## config.mk

```make
export PLATFORM = sky130hd
export DESIGN_NAME = lowest_free_seat_allocator
export DESIGN_NICKNAME = d
export VERILOG_FILES = /design/src/rtl/lfsa_pkg.sv /design/src/rtl/lfsa_ram.sv /design/src/rtl/lowest_free_seat_allocator.sv
export SDC_FILE = /design/constraint.sdc
export NUM_CORES = 2
export LEC_CHECK = 0
export BUFFER_PORTS_ARGS = -buffer_cell sky130_fd_sc_hd__buf_2
export CORE_MARGIN = 2
export CORE_UTILIZATION = 55
export CTS_CLUSTER_SIZE = 16
export DETAILED_ROUTE_END_ITERATION = 16
export PLACE_DENSITY = 0.75
export SLEW_MARGIN = 0
export SYNTH_ARGS = -nofsm -noshare
export SYNTH_HDL_FRONTEND = slang
export SYNTH_SLANG_ARGS = --single-unit
```

## constraint.sdc

```tcl
create_clock -name i_clk -period 5.33 [get_ports i_clk]
set_input_delay 1.066 -clock i_clk [delete_from_list [all_inputs] [get_ports i_clk]]
set_output_delay 1.066 -clock i_clk [all_outputs]
set_load 0.01 [all_outputs]
```

## src/rtl/lfsa_pkg.sv

```systemverilog
// Package: widths, limits and sequencer states of the seat allocator
`timescale 1ns / 1ps
`default_nettype none

package lfsa_pkg;

    localparam int SEATS_DEF = 32;
    localparam int TIME_W    = 32;
    localparam int SEAT_W    = 5;
    localparam int USE_W     = 16;
    localparam int PEAK_W    = 6;

    localparam logic [USE_W-1:0]  USE_MAX  = '1;
    localparam logic [PEAK_W-1:0] PEAK_MAX = '1;

    typedef enum logic [2:0] {
        ST_IDLE,
        ST_SCAN,
        ST_DRAIN,
        ST_DECIDE,
        ST_UPDATE,
        ST_OUT
    } t_state;

endpackage

`default_nettype wire

```

## src/rtl/lfsa_ram.sv

```systemverilog
// Generic single-write, single-read RAM with registered read data
`timescale 1ns / 1ps
`default_nettype none

module lfsa_ram #(
    parameter int WIDTH = 32,
    parameter int DEPTH = 32
) (
    input  wire logic                     i_clk,
    input  wire logic                     i_we,
    input  wire logic [$clog2(DEPTH)-1:0] i_waddr,
    input  wire logic [WIDTH-1:0]         i_wdata,
    input  wire logic [$clog2(DEPTH)-1:0] i_raddr,
    output logic      [WIDTH-1:0]         o_rdata
);

    logic [WIDTH-1:0] r_mem [DEPTH];

    // write port and registered read port
    always_ff @(posedge i_clk) begin
        if (i_we) begin
            r_mem[i_waddr] <= i_wdata;
        end
        o_rdata <= r_mem[i_raddr];
    end

endmodule

`default_nettype wire

```

## src/rtl/lowest_free_seat_allocator.sv

```systemverilog
// Top level: lowest-free seat allocator with a one-seat-per-cycle sequencer
`timescale 1ns / 1ps
`default_nettype none

// Books each request onto the lowest-numbered free seat. Requests should
// arrive in nondecreasing start order. One beat in gives one beat out: the
// seat, its new (saturating) use count and the peak number of busy seats so
// far, or no_seat_free with all other fields zero when every seat stays busy.
// The block works on one request at a time and drops o_ready meanwhile.
// o_valid rises once the scan, drain, decide and update steps are done (the
// update step is skipped for a refusal), and the next request is taken back
// in idle once the result beat has been accepted. The scan pass reads one
// stored end time per cycle from the end-time memory and runs it through a
// single compare that releases the seat, counts it as busy or picks it as
// the lowest free one. End times and use counts live in memories; busy and
// use-count valid bits are flip-flops cleared at reset, so no clearing pass
// is needed.
module lowest_free_seat_allocator
    import lfsa_pkg::*;
#(
    parameter int SEATS = SEATS_DEF
) (
    input  wire logic              i_clk,
    input  wire logic              i_rst_n,
    input  wire logic              i_valid,
    output logic                   o_ready,
    input  wire logic [TIME_W-1:0] i_start_time,
    input  wire logic [TIME_W-1:0] i_end_time,
    output logic                   o_valid,
    input  wire logic              i_ready,
    output logic      [SEAT_W-1:0] o_seat,
    output logic      [USE_W-1:0]  o_seat_uses,
    output logic      [PEAK_W-1:0] o_peak_busy,
    output logic                   o_no_seat_free
);

    localparam int IDX_W   = $clog2(SEATS);
    localparam int CNT_W   = $clog2(SEATS + 1);
    localparam int WIDE_W  = (CNT_W > PEAK_W) ? CNT_W : PEAK_W;
    localparam int SEATX_W = (IDX_W > SEAT_W) ? IDX_W : SEAT_W;
    localparam logic [IDX_W-1:0] LAST_IDX = IDX_W'(SEATS - 1);

    // control state
    t_state            r_state, n_state;
    logic [SEATS-1:0]  r_busy, n_busy;
    logic [SEATS-1:0]  r_used, n_used;
    logic [PEAK_W-1:0] r_peak, n_peak;
    logic              r_chk_on, n_chk_on;
    logic              r_pick_found, n_pick_found;

    // payload registers
    logic [TIME_W-1:0] r_start, n_start;
    logic [TIME_W-1:0] r_end, n_end;
    logic [IDX_W-1:0]  r_cnt, n_cnt;
    logic [IDX_W-1:0]  r_chk_idx, n_chk_idx;
    logic [IDX_W-1:0]  r_pick, n_pick;
    logic [CNT_W-1:0]  r_busy_n, n_busy_n;
    logic [SEAT_W-1:0] r_o_seat, n_o_seat;
    logic [USE_W-1:0]  r_o_uses, n_o_uses;
    logic [PEAK_W-1:0] r_o_peak, n_o_peak;
    logic              r_o_nofree, n_o_nofree;

    // memory ports
    logic              et_we;
    logic [TIME_W-1:0] et_rdata;
    logic              uc_we;
    logic [USE_W-1:0]  uc_rdata;

    // datapath helpers
    logic              seat_was_busy;
    logic              seat_release;
    logic [USE_W-1:0]  uses_old;
    logic [USE_W-1:0]  uses_new;
    logic [CNT_W-1:0]  busy_tot;
    logic [WIDE_W-1:0] busy_wide;
    logic [PEAK_W-1:0] busy_sat;
    logic [SEATX_W-1:0] pick_ext;

    // end time per seat, read once per seat during the scan
    lfsa_ram #(
        .WIDTH (TIME_W),
        .DEPTH (SEATS)
    ) u_end_ram (
        .i_clk   (i_clk),
        .i_we    (et_we),
        .i_waddr (r_pick),
        .i_wdata (r_end),
        .i_raddr (r_cnt),
        .o_rdata (et_rdata)
    );

    // use count per seat, read at the picked seat
    lfsa_ram #(
        .WIDTH (USE_W),
        .DEPTH (SEATS)
    ) u_use_ram (
        .i_clk   (i_clk),
        .i_we    (uc_we),
        .i_waddr (r_pick),
        .i_wdata (uses_new),
        .i_raddr (r_pick),
        .o_rdata (uc_rdata)
    );

    // seat update arithmetic: saturating use count and saturating busy total
    always_comb begin
        uses_old  = r_used[r_pick] ? uc_rdata : '0;
        uses_new  = (uses_old == USE_MAX) ? uses_old : USE_W'(uses_old + 1'b1);
        busy_tot  = CNT_W'(r_busy_n + 1'b1);
        busy_wide = WIDE_W'(busy_tot);
        busy_sat  = (busy_wide > WIDE_W'(PEAK_MAX)) ? PEAK_MAX : busy_wide[PEAK_W-1:0];
        pick_ext  = SEATX_W'(r_pick);
    end

    // sequencer: next state, scan check and result load
    always_comb begin
        n_state      = r_state;
        n_busy       = r_busy;
        n_used       = r_used;
        n_peak       = r_peak;
        n_chk_on     = 1'b0;
        n_pick_found = r_pick_found;
        n_start      = r_start;
        n_end        = r_end;
        n_cnt        = r_cnt;
        n_chk_idx    = r_chk_idx;
        n_pick       = r_pick;
        n_busy_n     = r_busy_n;
        n_o_seat     = r_o_seat;
        n_o_uses     = r_o_uses;
        n_o_peak     = r_o_peak;
        n_o_nofree   = r_o_nofree;
        et_we        = 1'b0;
        uc_we        = 1'b0;
        o_ready      = 1'b0;
        o_valid      = 1'b0;

        // check stage: release, then count as busy or take as lowest free
        seat_was_busy = r_busy[r_chk_idx];
        seat_release  = seat_was_busy && (et_rdata <= r_start);
        if (r_chk_on) begin
            if (seat_release) begin
                n_busy[r_chk_idx] = 1'b0;
            end
            if (seat_was_busy && !seat_release) begin
                n_busy_n = CNT_W'(r_busy_n + 1'b1);
            end else if (!r_pick_found) begin
                n_pick       = r_chk_idx;
                n_pick_found = 1'b1;
            end
        end

        unique case (r_state)
            ST_IDLE: begin
                o_ready = 1'b1;
                if (i_valid) begin
                    n_start      = i_start_time;
                    n_end        = i_end_time;
                    n_cnt        = '0;
                    n_pick_found = 1'b0;
                    n_busy_n     = '0;
                    n_state      = ST_SCAN;
                end
            end
            ST_SCAN: begin
                n_chk_on  = 1'b1;
                n_chk_idx = r_cnt;
                if (r_cnt == LAST_IDX) begin
                    n_state = ST_DRAIN;
                end else begin
                    n_cnt = IDX_W'(r_cnt + 1'b1);
                end
            end
            ST_DRAIN: begin
                n_state = ST_DECIDE;
            end
            ST_DECIDE: begin
                // use-count read at the pick is issued here
                if (r_pick_found) begin
                    n_state = ST_UPDATE;
                end else begin
                    n_o_seat   = '0;
                    n_o_uses   = '0;
                    n_o_peak   = '0;
                    n_o_nofree = 1'b1;
                    n_state    = ST_OUT;
                end
            end
            ST_UPDATE: begin
                et_we          = 1'b1;
                uc_we          = 1'b1;
                n_busy[r_pick] = 1'b1;
                n_used[r_pick] = 1'b1;
                n_peak         = (busy_sat > r_peak) ? busy_sat : r_peak;
                n_o_seat       = pick_ext[SEAT_W-1:0];
                n_o_uses       = uses_new;
                n_o_peak       = (busy_sat > r_peak) ? busy_sat : r_peak;
                n_o_nofree     = 1'b0;
                n_state        = ST_OUT;
            end
            ST_OUT: begin
                o_valid = 1'b1;
                if (i_ready) begin
                    n_state = ST_IDLE;
                end
            end
            default: begin
                n_state = ST_IDLE;
            end
        endcase
    end

    // control registers
    always_ff @(posedge i_clk) begin
        if (!i_rst_n) begin
            r_state      <= ST_IDLE;
            r_busy       <= '0;
            r_used       <= '0;
            r_peak       <= '0;
            r_chk_on     <= 1'b0;
            r_pick_found <= 1'b0;
        end else begin
            r_state      <= n_state;
            r_busy       <= n_busy;
            r_used       <= n_used;
            r_peak       <= n_peak;
            r_chk_on     <= n_chk_on;
            r_pick_found <= n_pick_found;
        end
    end

    // payload registers
    always_ff @(posedge i_clk) begin
        r_start    <= n_start;
        r_end      <= n_end;
        r_cnt      <= n_cnt;
        r_chk_idx  <= n_chk_idx;
        r_pick     <= n_pick;
        r_busy_n   <= n_busy_n;
        r_o_seat   <= n_o_seat;
        r_o_uses   <= n_o_uses;
        r_o_peak   <= n_o_peak;
        r_o_nofree <= n_o_nofree;
    end

    assign o_seat         = r_o_seat;
    assign o_seat_uses    = r_o_uses;
    assign o_peak_busy    = r_o_peak;
    assign o_no_seat_free = r_o_nofree;

endmodule

`default_nettype wire

```

# Word level (Yosys, flattened, before mapping)
# Memory sizes are Yosys's and may differ from the RTL's. A register that Yosys moved wholly into a read port is not among the register bits.
# Cells that the tools add are included.
# word_totals
regBits,188
ram_bits,1536
mem_count,2
# memory_table
memory,depth,width,rd,rd_clocked_by_memory_dff,write_ports,line,rtl
u_end_ram.r_mem,32,32,1,1,1,lfsa_ram.sv:17,logic [WIDTH-1:0] r_mem [DEPTH];
u_use_ram.r_mem,32,16,1,1,1,lfsa_ram.sv:17,
# op_classes
addsub,3
order_cmp,7
n_eq_ne,12
mux,45
n_bitwise,6
reduce_logical,13
# op_table
operator,n
$mux W32,3
$or A32 B32 Y32,2
$mux W16,3
$mux W6,7
$and A32 B32 Y32,1
$le A32 B32 Y1,1
$not A32 Y32,1
$pmux W16 S2,1
$pmux W5 S2,2
$pmux W3 S6,1
$add A16 B1 Y16 const B,1
$eq A16 B16 Y1 const B,1
$mux W1,16
$mux W5,3
$lt A5 B6 Y1 const B,2
$pmux W6 S2,1
$bmux W1 S5,2
$demux W1 S5,2
$ge A5 B1 Y1 const B,2
$ne A2 B2 Y1 const B,5
$mux W3,3
$reduce_and A3 Y1,3
$add A6 B1 Y6 const B,1
$eq A3 B2 Y1 const B,2
13 further kinds,20

# Logic depth before layout (Yosys ltp)
# depth
ltp_word,10
ltp_mapped,17
mapped_depth_nobuf,15

# Cells and area by module
# A second synthesis with hierarchy kept.
# unflattened
hier_cells,4223
area_unflattened_um2,69932.1
# modules_own_cells
mod,instances,cells_each,area_each_um2
lfsa_ram at u_end_ram,1,2260,40487.6
lfsa_ram at u_use_ram,1,1143,20535.9
lowest_free_seat_allocator,1,820,8908.5

# Least setup slack after synthesis
# Ideal clock, no wire load.
# synth_path
path_type,register -> register
start,"register r_pick[4], in the netlist pick_ext[4]"
end,"memory u_use_ram.r_mem[0][2] in the netlist's numbering, data pin"
t_arrival_ns,4.233
t_required_ns,4.943
slack_ns,0.710
stages_incl_launch_ff,17
n_path_buf,2
synth_period_minus_slack_ns,4.620
cell_sequence,edfxtp_1 buf_2 or3b_2 o22ai_1 a22oi_1 o211a_2 nand2_1 and2_1 ha_1 nand3_1 or2_2 nor3_1 nand3_1 a21oi_2 clkbuf_1 nor2b_1 xnor2_1
# synth_via
elab_chain_len,5
word_cells_on_any_way,6
cone_classes,add/sub (1); eq/ne (1); mux (4)
# synth_rtl
element,line,rtl
from (decl),lowest_free_seat_allocator.sv:56,"logic [IDX_W-1:0] r_pick, n_pick;"
from (signal assigned),lowest_free_seat_allocator.sv:238,r_pick <= n_pick;
$bmux W1 S5 *,lowest_free_seat_allocator.sv:107,uses_old = r_used[r_pick] ? uc_rdata : '0;
$mux W1 (implied by the code) *,lowest_free_seat_allocator.sv:107,
$mux W16 *,lowest_free_seat_allocator.sv:107,
$add A16 B1 Y16 or $eq A16 B16 Y1 (tied branches),lowest_free_seat_allocator.sv:108,uses_new = (uses_old == USE_MAX) ? uses_old : USE_W'(uses_old + 1'b1);
$mux W16 *,lowest_free_seat_allocator.sv:108,
via u_use_ram.i_wdata[2],lfsa_ram.sv:12,"input wire logic [WIDTH-1:0] i_wdata,"
to (decl),lfsa_ram.sv:17,
# The timed path passes the listed nets; every way through them passes the cells marked *. The select of a mux whose other input is x is not followed.

# Worst setup path in the final report
# layout_path
start,"register r_pick[0], in the netlist pick_ext[0]"
end,"memory u_use_ram.r_mem[31][2] in the netlist's numbering, data pin"
# Same word-level chain as after synthesis.

==> run summary <==
post-synth top area share: 0.729
final hold viol count: 0
P_sw: 6.81 mW
largest net degree at the start of global routing: 107
Cells after Synth: 3,099
CTS tree: done
ratio of final minimum period to clock period: 0.928
CP Max Fanout: 32
Reg power frac: 0.521
Pwr Total: 30.2 mW
Die Footprint: 126,000 µm²
antenna cells: 0
post-synthesis xor/xnor area fraction: 0.00104
Clock Path Buffers: 3
ys flop type: edfxtp_1
met2 Use GR: 0.424
Slew Viols, Final: 0
GR Util met3: 0.0561
Adder-Cell Fraction of Synth Area: 0.00795
Lkg Pwr: 25.5 nW
crit-path cells: buf_4 -> mux2i_1 -> o22ai_1 -> a22oi_1 -> o211a_2 -> nand2_1 -> and2_1 -> ha_1 -> nand3_1 -> or2_2 -> nor3_1 -> nand3_1 -> a21oi_2 -> buf_12 -> nor2b_1 -> xnor2_2
grt total ovfl: 0
commonest cells after routing, fill and taps aside: 1,643 x edfxtp_1, 450 x mux4_2, 172 x clkbuf_16, 129 x dfxtp_1, 97 x buf_2
ranking of synthesized cells by area: edfxtp_1 73%, mux4_2 15%, dfxtp_1 3.8%
Seq/Total Area, Yosys: 0.768
root buffer cell: clkbuf_16
clk sinks: 1,772
endpoint arrival time on the critical path: 5.35 ns
final setup fails: 0
crit path time final: 4.95 ns
worst endpoint required time: 5.74 ns
minimum hold slack: 0.447 ns
initial antenna violation count: 1
DIE HEIGHT: 355 µm
DRC: 0
outcome: complete, no violations
most common cell after layout, fill and taps aside: edfxtp_1
largest family of logic cells by synthesized area: multiplexers
relative slew slack: 0.105
Post-Syn Area: 67,600 µm²
CP peak stage delay: 0.93 ns
CP Class: reg2reg
Reg clk slew, reported paths: 0.06 ns
initial DRC count: 5,119
Worst-Margin Slew: 1.34 ns
HPWL after DPL: 84.7 mm
row count: 128
fraction of registers with async set/reset: 0
worst skew pair latency: 0.79 ns
Power Density: 397 nW/µm²
Via density: 6.73
Layout Area Growth over Synthesis: 12.4%
first-pass GRT wire length: 240 mm
Slowest cell on crit path: xnor2_2
DR WL/cell: 33.1 µm
number of flops mapped to enable cells by yosys: 1,643
CP dominant cell by count: nand3_1
internal cell power: 23.4 mW
Gate power share: 0.089
Die Width: 355 µm
#FFs+latches synth: 1,772
VDD IR-drop max: 0.000339 V
Synth Area in Simple Gates: 0.0198
Core Util, Final: 0.624
GPL Wtd Cong: 0.820
CP delay by family, top: simple AND/OR/NAND/NOR gates
Switching Fraction: 0.226
Startpoint Class: flip-flop
Syn Nets: 3,210
Hold/Removal Path Class: in2reg
Clk network pwr share: 0.389
Pre-Repair DR Iteration Count: 8
endpoint class of the critical path: flip-flop
DRT Wirelength: 168 mm
CP bufs+invs: 2
vias in the first global route: 34,000
routed vias: 34,100
Synth Area in Compound Gates: 0.0274
Post-CTS Setup Bufs: 0
Post-Syn Area per Cell: 21.8 µm²
Unique masters post-synth: 67
total CTS buffers: 171
Synthesis Warnings: 0
initial core utilization: 0.555
Fin Setup TNS: 0 ns
# H-tree levels: 4
DRT antenna net count: 0
grt met1 use: 0.380
mux cell area share after synthesis: 0.162
unrepaired setup endpoints after global routing: false
I/O Pins: 98
Synth area leader: edfxtp_1
fill count: 7,866
f_max: 202 MHz
Nets: 3,422
Port-buffer cells: 97
Clock Skew: 0.0290 ns
gr usage total: 0.268
most used routing layer: met2
share of layout cells above drive strength 1: 0.284
MaxCap Viol Count: 0
# resized after CTS: 0
Hold-fix buffers, CTS: 0
core area: 122,000 µm²
[cell usage after synthesis (all sizes together) (36+ instances only)]
cell type and n:
dfxtp 129, o21a 37, edfxtp 1643, mux2 36, nand2 91, clkbuf 97, inv 83, a22oi 65
o21ai 52, buf 53, mux4 458, ha 43, a31oi 37
[cell families (layout without fill, tap and decap cells)]
| kind of cell | count (synthesis) | count (layout) |
|---|---|---|
| XOR/XNOR | 8 | 8 |
| flip-flops | 1772 | 1772 |
| multiplexers | 516 | 516 |
| AND/OR/NAND/NOR | 255 | 255 |
| buffers and inverters | 234 | 586 |
| AO/OA/AOI/OAI | 271 | 271 |
| adder cells (fa/ha/maj) | 43 | 43 |
[power groups by stage]
stage	clock network [mW]	registers [mW]	logic [mW]
global placement	0	16.0	2.61
finish	11.7	15.7	2.70
CTS	11.9	15.7	2.71
floorplan	0	15.9	2.02
detailed placement	0	16.0	2.67
global route	12.4	15.8	2.87
[flip-flops by register name (all words and copies together) (netlist names), 16 cells and up]
register and cells:
u_end_ram.o_rdata 32, r_used 32, u_use_ram.o_rdata 16, o_seat_uses 16, u_end_ram.r_mem 1024, u_use_ram.r_mem 512
r_start 32, r_busy 32, r_end 32
[path summary, 6_finish.rpt]
path / startpoint / end / slack, ns / cells past startpoint
hold / removal: i_end_time[5] / r_end[5]$_DFFE_PP_ / 0.45 / 1
setup / recovery: pick_ext[0]$_DFFE_PP_ / u_use_ram.r_mem[31][2]$_DFFE_PP_ / 0.38 / 16
setup reg to reg: pick_ext[0]$_DFFE_PP_ / u_use_ram.r_mem[31][2]$_DFFE_PP_ / 0.38 / 16
hold reg to reg: r_peak[5]$_SDFFE_PN0P_ / r_peak[5]$_SDFFE_PN0P_ / 0.47 / 2
[layer usage]
metal  wire, µm  vias up
met5          0        -
met1      62600    17900
met4       5470        0
li1           -    13400
met3      18900      434
met2      81200     2343
[area by class of cell]
class                      instances  area [µm²]  area share
clock buffer                     242        4760      0.0625
multi-input combinational       1093       14800       0.195
sequential                      1772       51900       0.683
inverter                          83         362     0.00475
tap                             1625        2030      0.0267
timing repair buffer             190        1480      0.0195
clock inverter                    71         654     0.00860
[through the flow]
stage | setup slack, ns | instances | area (µm²)
6_report | 0.384 | 5076 | 76100
4_1_cts | 0.396 | 5076 | 76000
2_1_floorplan | 0.710 | 3099 | 67600
5_1_grt | 0.0522 | 5076 | 76100
3_3_place_gp | 0.700 | 4763 | 70600
3_5_place_dp | 0.431 | 4763 | 70600
No activity file was read; power rests on OpenSTA's default activity.
